==> config.mk <==
export PLATFORM = sky130hd
export DESIGN_NAME = lbs_front
export DESIGN_NICKNAME = d
export VERILOG_FILES = /design/src/hdl/lbs_pkg.sv /design/src/hdl/lbs_front.sv
export SDC_FILE = /design/constraint.sdc
export NUM_CORES = 1
export LEC_CHECK = 0
export BUFFER_PORTS_ARGS = -buffer_cell sky130_fd_sc_hd__buf_2
export CORE_MARGIN = 4
export CORE_UTILIZATION = 45
export CTS_BUF_LIST = sky130_fd_sc_hd__clkbuf_8
export DETAILED_ROUTE_END_ITERATION = 7
export GPL_TIMING_DRIVEN = 0
export PLACE_DENSITY = 0.76
export SLEW_MARGIN = 20
export SYNTH_ARGS = -nofsm -noshare
export SYNTH_HDL_FRONTEND = slang
export SYNTH_SLANG_ARGS = --single-unit
==> constraint.sdc <==
create_clock -name clk -period 6.3 [get_ports clk]
set_clock_uncertainty 0.2 [all_clocks]
set_input_delay 0 -clock clk [delete_from_list [all_inputs] [get_ports clk]]
set_output_delay 0 -clock clk [all_outputs]
set_load 0.005 [all_outputs]
==> src/hdl/lbs_pkg.sv <==
// Package with the types, constants and codes of the linked block store.
`timescale 1ns / 1ps
package lbs_pkg;
	localparam int MAX_BLOCKS = 128;
	localparam int MAX_BLOCK_BYTES = 16;
	localparam int BLK_W = $clog2(MAX_BLOCKS);
	localparam int OFF_W = $clog2(MAX_BLOCK_BYTES);
	localparam int DATA_DEPTH = MAX_BLOCKS * MAX_BLOCK_BYTES;
	localparam int DADDR_W = BLK_W + OFF_W;
	localparam int LINK_W = 8;
	localparam int BB_W = 5;
	localparam int CNT_W = 8;
	localparam int POS_W = 11;
	localparam int MAG_W = 12;

	localparam logic [LINK_W-1:0] NONE_LINK = 8'hFF;
	localparam logic [POS_W-1:0] POS_MAX = 11'h7FF;
	localparam logic [BB_W-1:0] BB_RST = 5'd10;
	localparam logic [CNT_W-1:0] CNT_RST = 8'd128;
	localparam logic [BB_W-1:0] BB_MAX = BB_W'(MAX_BLOCK_BYTES);
	localparam logic [CNT_W-1:0] CNT_MAX = CNT_W'(MAX_BLOCKS);

	localparam logic [2:0] KIND_ALLOC = 3'd0;
	localparam logic [2:0] KIND_FREE = 3'd1;
	localparam logic [2:0] KIND_OPEN = 3'd2;
	localparam logic [2:0] KIND_READ = 3'd3;
	localparam logic [2:0] KIND_WRITE = 3'd4;
	localparam logic [2:0] KIND_SEEK = 3'd5;

	localparam logic [1:0] ST_OK = 2'd0;
	localparam logic [1:0] ST_NO_FREE = 2'd1;
	localparam logic [1:0] ST_END = 2'd2;
	localparam logic [1:0] ST_NO_SPACE = 2'd3;

	localparam logic CFG_BLOCK_BYTES = 1'b0;
	localparam logic CFG_BLOCKS_IN_USE = 1'b1;

	typedef enum logic [2:0] {
		OP_NOP, OP_ALLOC, OP_FREE, OP_OPEN, OP_READ, OP_WRITE, OP_SEEK
	} lbs_op_t;

	typedef struct packed {
		logic [2:0] kind;
		logic [7:0] region;
		logic [7:0] write_byte;
		logic signed [11:0] offset;
	} lbs_in_t;

	typedef struct packed {
		logic [1:0] status;
		logic [7:0] new_region;
		logic [7:0] read_byte;
		logic transferred;
		logic [10:0] position;
	} lbs_out_t;

	typedef struct packed {
		lbs_op_t op;
		logic [LINK_W-1:0] region;
		logic [7:0] wbyte;
		logic seek_neg;
		logic [MAG_W-1:0] seek_mag;
	} lbs_cmd_t;

	typedef struct packed {
		logic valid;
		lbs_cmd_t cmd;
	} lbs_fq_t;

	typedef struct packed {
		logic take;
		logic clearing;
	} lbs_bctl_t;
endpackage

==> src/hdl/lbs_front.sv <==
// Front end: accepts items, classifies them and queues them for the back end.
`timescale 1ns / 1ps
module lbs_front import lbs_pkg::*; (
	input logic clk,
	input logic arst_n,
	input logic push,
	output logic full,
	input lbs_in_t cmd,
	output lbs_fq_t fq,
	input lbs_bctl_t bctl
);
	lbs_cmd_t q_q [2];
	logic wr_q;
	logic rd_q;
	logic [1:0] cnt_q;
	lbs_cmd_t cls;
	logic acc;

	always_comb begin
		case (cmd.kind)
			KIND_ALLOC: cls.op = OP_ALLOC;
			KIND_FREE: cls.op = OP_FREE;
			KIND_OPEN: cls.op = OP_OPEN;
			KIND_READ: cls.op = OP_READ;
			KIND_WRITE: cls.op = OP_WRITE;
			KIND_SEEK: cls.op = OP_SEEK;
			default: cls.op = OP_NOP;
		endcase
		cls.region = cmd.region;
		cls.wbyte = cmd.write_byte;
		cls.seek_neg = cmd.offset[MAG_W-1];
		cls.seek_mag = cmd.offset[MAG_W-1] ? (~cmd.offset + 12'd1) : cmd.offset;
	end

	assign full = (cnt_q == 2'd2) || bctl.clearing;
	assign acc = push && !full;
	assign fq.valid = (cnt_q != 2'd0);
	assign fq.cmd = q_q[rd_q];

	always_ff @(posedge clk or negedge arst_n) begin
		if (!arst_n) begin
			wr_q <= 1'b0;
			rd_q <= 1'b0;
			cnt_q <= 2'd0;
		end else begin
			if (acc) begin
				q_q[wr_q] <= cls;
				wr_q <= ~wr_q;
			end
			if (bctl.take) begin
				rd_q <= ~rd_q;
			end
			cnt_q <= cnt_q + {1'b0, acc} - {1'b0, bctl.take};
		end
	end
endmodule

**After elaboration in Yosys (flattened, before gate mapping)**

Memory sizes are Yosys's and may differ from the RTL's.
Index checks and enable logic that the tools add are counted.

- Flip-flop bits (word level): 4
- RAM bits: 64
- Output and inout bits: 34
- Logic and storage cells: 26
- Bits of input ports: 36
- Memories: 1

Memory list:

| name | words | width | rd ports | clocked after Yosys merged registers in | write ports | RTL line | text |
|---|---|---|---|---|---|---|---|
| q_q | 2 | 32 | 1 | 0 | 1 | lbs_front.sv:12 | `lbs_cmd_t q_q [2];` |

- Equality and inequality tests: 6
- Bitwise logic cells: 3
- $add $sub $neg: 3
- Multiplexer cells: 4
- Reductions and logical operators: 6

Operator list:

| cell | number |
|---|---|
| $pmux 3 s6 | 1 |
| $add 12x1->12 const B | 1 |
| $mux 12 | 1 |
| $not 12->12 | 1 |
| $eq 3x2->1 const B | 2 |
| $eq 3x3->1 const B | 2 |
| $eq 3x1->1 const B | 1 |
| $logic_not 3->1 | 1 |
| $add 2x1->2 | 1 |
| $eq 2x2->1 const B | 1 |
| $logic_and 1x1->1 | 2 |
| $mux 1 | 2 |
| $not 1->1 | 2 |
| $reduce_bool 2->1 | 1 |
| $sub 2x1->2 | 1 |
| $logic_not 1->1 | 1 |
| $logic_or 1x1->1 | 1 |

**Depth between registers and ports, before layout**

- Word-level depth: 7
- Gate-level depth with buffers: 7
- Depth with buffers taken out: 7

**Least setup slack after synthesis**

Ideal clock, no wire load.

- Path type: reg-to-reg
- From: register cnt_q[1]
- To: memory q_q[0][0] (netlist name), enable pin
- Setup slack: 2800 ps
- Stages on the path, launching flop included: 4
- Required time: 5639 ps
- Library setup time: 461 ps
- Clock period less this slack: 3500 ps
- Buffers on the path: 0
- Arrival: 2839 ps
- Cell sequence: dfrtp_1 > inv_1 > o211ai_1 > nor3_1

- Word-level cells in the longest chain between the ends: 7

RTL lines:

| what | RTL line | text |
|---|---|---|
| from (decl) | lbs_front.sv:15 | `logic [1:0] cnt_q;` |
| from (signal assigned) | lbs_front.sv:53 | `cnt_q <= cnt_q + {1'b0, acc} - {1'b0, bctl.take};` |
| $eq 2x2->1 | lbs_front.sv:35 | `assign full = (cnt_q == 2'd2) \|\| bctl.clearing;` |
| $logic_or 1x1->1 | lbs_front.sv:35 |  |
| $logic_not 1->1 | lbs_front.sv:36 | `assign acc = push && !full;` |
| $logic_and 1x1->1 | lbs_front.sv:36 |  |
| $mux 1 | lbs_front.sv:46 | `if (acc) begin` |
| $logic_and 1x1->1 (not written as such) | lbs_front.sv:47 | `q_q[wr_q] <= cls;` |
| $mux 1 (not written as such) | lbs_front.sv:47 |  |
| to (decl) | lbs_front.sv:12 |  |

Every way passes these cells.

==> flow_metrics.env <==
export IMPL_totalWireLength_microns=5539
export IMPL_utilization=0.6523
export IMPL_start_kind="input pin"
export IMPL_fmax_mhz=430.1
export IMPL_drtIter0Drc=54
export IMPL_grt_pass1_wl_microns=9004
export IMPL_cts_setup_buffers=0
export IMPL_port_buffers=69
export IMPL_hold_viol=0
export IMPL_root_buffer="clkbuf_8"
export IMPL_hp_class="in -> out"
export IMPL_status="complete, no violations"
export IMPL_worstHoldPathCells=4
export IMPL_die_y_microns=87.03
export IMPL_fin_crit_sh=0.3691
export IMPL_first_global_vias=1909
export IMPL_synth_ff_latch_count=68
export IMPL_rsz0062_at_grt="no"
export IMPL_via_count=1736
export IMPL_yosysWarningCount=0
export IMPL_dpl_cell_count=307
export IMPL_drc=0
export IMPL_synth_area_sq_mm=0.002810
export IMPL_num_nets_final=322
export IMPL_post_cts_resized=0
export IMPL_reg2reg_slack_ns=4.15
export IMPL_numCtsBuffers=9
export IMPL_seq_area_frac_synth=0.7195
export IMPL_period_needed_ns=2.325
export IMPL_antenna_left=0
export IMPL_num_rows=28
export IMPL_diodes=0
export IMPL_syn_nets=196
export IMPL_r2r_end="q_q[0][11]$_DFFE_PP_"
export IMPL_slew_headroom=0.4706
export IMPL_coreArea_sq_mm=0.005991
export IMPL_drive_above_1_share=0.4549
export IMPL_crit_required_ns=6.18
export IMPL_peakVddDrop_mv=0.1914
export IMPL_syn_avg_cell_area_sq_um=17.90
export IMPL_setup_viol_count_final=0
export IMPL_p_leak_nw=1.514
export IMPL_critPathKind="in -> reg"
export IMPL_routed_via_density=4.782
export IMPL_grt_start_max_net_pins=12
export IMPL_final_cell_area_sq_mm=0.003908
export IMPL_dp_hpwl_microns=3683
export IMPL_end_kind="flop"
export IMPL_clkTransAtPathRegs_ns=0.07
export IMPL_pre_cts_ws_ns=4.113
export IMPL_rr_worst_depth=4
export IMPL_clk_latency_ns=0.33
export IMPL_die_area_sq_mm=0.007573
export IMPL_gr_total_overflow=0
export IMPL_track_usage=0.1581
export IMPL_cts_htree_levels=3
export IMPL_fin_tns_setup_ns=0
export IMPL_setup_ws_ns=3.975
export IMPL_holdPathEnd="full"
export IMPL_finalWeightedCongestion=0.7994
export IMPL_synthDistinctLibCells=25
export IMPL_min_delay_start="bctl[0]"
export IMPL_placed_area_sq_mm=0.003319
export IMPL_wl_per_cell_microns=15.26
export IMPL_r2r_start="cnt_q[1]$_DFF_PN0_"
export IMPL_start_util=0.4691
export IMPL_drv_slew=0
export IMPL_instances_no_fill=363
export IMPL_cts_max_path_buffers=2
export IMPL_critPathArrivalTime_ns=2.20
export IMPL_power_density_mw_per_mm2=315.3
export IMPL_maxCapViolCount=0
export IMPL_synth_cells=157
export IMPL_die_width_microns=87.03
export IMPL_worst_pin_slew_ns=0.7899
export IMPL_first_pass_iters=4
export IMPL_holdBufCountCts=40
export IMPL_pin_count=70
export IMPL_cts_sinks=68
export IMPL_antenna_found_initial=0
export IMPL_area_growth_pct=39.05
export IMPL_cts_tree="built"
export IMPL_path_max_fanout=7
[synth_stat cells, drive strengths merged]
| library cell | n | share of area |
|---|---|---|
| a21oi | 1 | 0.0018 |
| buf | 4 | 0.0093 |
| clkbuf | 2 | 0.0027 |
| dfrtp | 4 | 0.036 |
| edfxtp | 64 | 0.68 |
| ha | 3 | 0.013 |
| inv | 8 | 0.011 |
| mux2 | 33 | 0.13 |
| mux2i | 1 | 0.0036 |
| nand2 | 2 | 0.0027 |
| nand2b | 3 | 0.0067 |
| nor2 | 1 | 0.0013 |
| nor3 | 2 | 0.0036 |
| nor4 | 1 | 0.0022 |
| o211ai | 1 | 0.0027 |
| o21ai | 4 | 0.0071 |
| o31ai | 3 | 0.0080 |
| o41ai | 3 | 0.021 |
| or2 | 1 | 0.0022 |
| or3 | 2 | 0.0045 |
| or4 | 1 | 0.0040 |
| xnor2 | 12 | 0.037 |
| xor2 | 1 | 0.0031 |
[power breakdown]
group | internal [mW] | switching [mW] | leakage [nW] | total (mW)
clock network | 0.187 | 0.145 | 0.111 | 0.332
registers | 0.541 | 0.0161 | 0.627 | 0.557
logic | 0.189 | 0.154 | 0.775 | 0.343
total | 0.918 | 0.315 | 1.51 | 1.23
[placed cells by master (no fill, tap or decap)]
master	instances
bufinv_16	1
o41ai_4	1
buf_4	2
or2_2	1
edfxtp_1	64
ha_1	3
dlygate4sd3_1	40
buf_6	5
or3_1	2
dfrtp_1	4
nor3_2	2
clkbuf_1	2
nor4_1	1
clkinv_2	1
o21ai_0	4
mux2_2	33
inv_1	12
nand2_1	2
o211ai_1	1
nand2b_1	3
a21oi_1	1
o31ai_1	3
or4_4	1
mux2i_1	1
o41ai_2	2
xor2_1	1
nor2_1	1
buf_2	72
clkbuf_8	10
xnor2_1	12
[through the flow]
stage          total power, mW  hold slack, ns
2_1_floorplan           0.7600         -0.4956
3_3_place_gp            0.8764         -0.3834
3_5_place_dp            0.8904         -0.3811
4_1_cts                  1.249         0.05474
5_1_grt                  1.302          0.1045
6_report                 1.232         0.08688
[worst max-delay path, cell delays in order]
cell           delay, ns
dlygate4sd3_1       0.55
buf_2               0.15
or3_1               0.36
buf_6               0.15
o41ai_2             0.33
xnor2_1             0.09
dlygate4sd3_1       0.57
[kinds of logic (layout without fill, tap and decap cells)]
group	count (synthesis)	count (layout)	share of synthesized area
buffers and inverters	14	145	0.02271
flip-flops	68	68	0.7195
XOR/XNOR	13	13	0.04052
multiplexers	34	34	0.1358
AO/OA/AOI/OAI	12	12	0.04096
adder cells (fa/ha/maj)	3	3	0.01336
AND/OR/NAND/NOR	13	13	0.02716
[state kept, by name, summed over array words and instances, names as in the netlist]
name / count
wr_q: 1
cnt_q: 2
rd_q: 1
q_q: 64
[layer usage]
layer  vias up  wire length, microns  track usage
met5         -                     0            0
met4         0                    55      0.05524
met3         8                   413      0.06055
met2        57                  2852       0.2754
met1       821                  2218       0.1760
li1        850                     -            -
[final cells by class]
type                       count  area (sq um)
multi-input combinational     75         734.5
fill                         418          2083
tap                           75         93.84
clock buffer                  10         137.6
timing repair buffer         115         805.8
inverter                       8         30.03
buffer                         6         33.78
sequential                    68          2022
clock inverter                 6         50.05
[how the worst max path moves through the flow]
| stage | startpoint | to | slack [ns] | cells past startpoint |
|---|---|---|---|---|
| floorplan | cnt_q[1]$_DFF_PN0_ | q_q[0][0]$_DFFE_PP_ | 2.80 | 3 |
| detailed placement | cnt_q[1]$_DFF_PN0_ | q_q[0][9]$_DFFE_PP_ | 4.11 | 4 |
| global route | cmd[4] | q_q[0][9]$_DFFE_PP_ | 3.89 | 7 |
| global placement | cnt_q[1]$_DFF_PN0_ | q_q[1][9]$_DFFE_PP_ | 1.56 | 3 |
| finish | cmd[2] | q_q[0][9]$_DFFE_PP_ | 3.97 | 7 |
| CTS | cmd[4] | q_q[1][9]$_DFFE_PP_ | 4.02 | 7 |
Note: power is estimated with default switching activity, not from simulation.
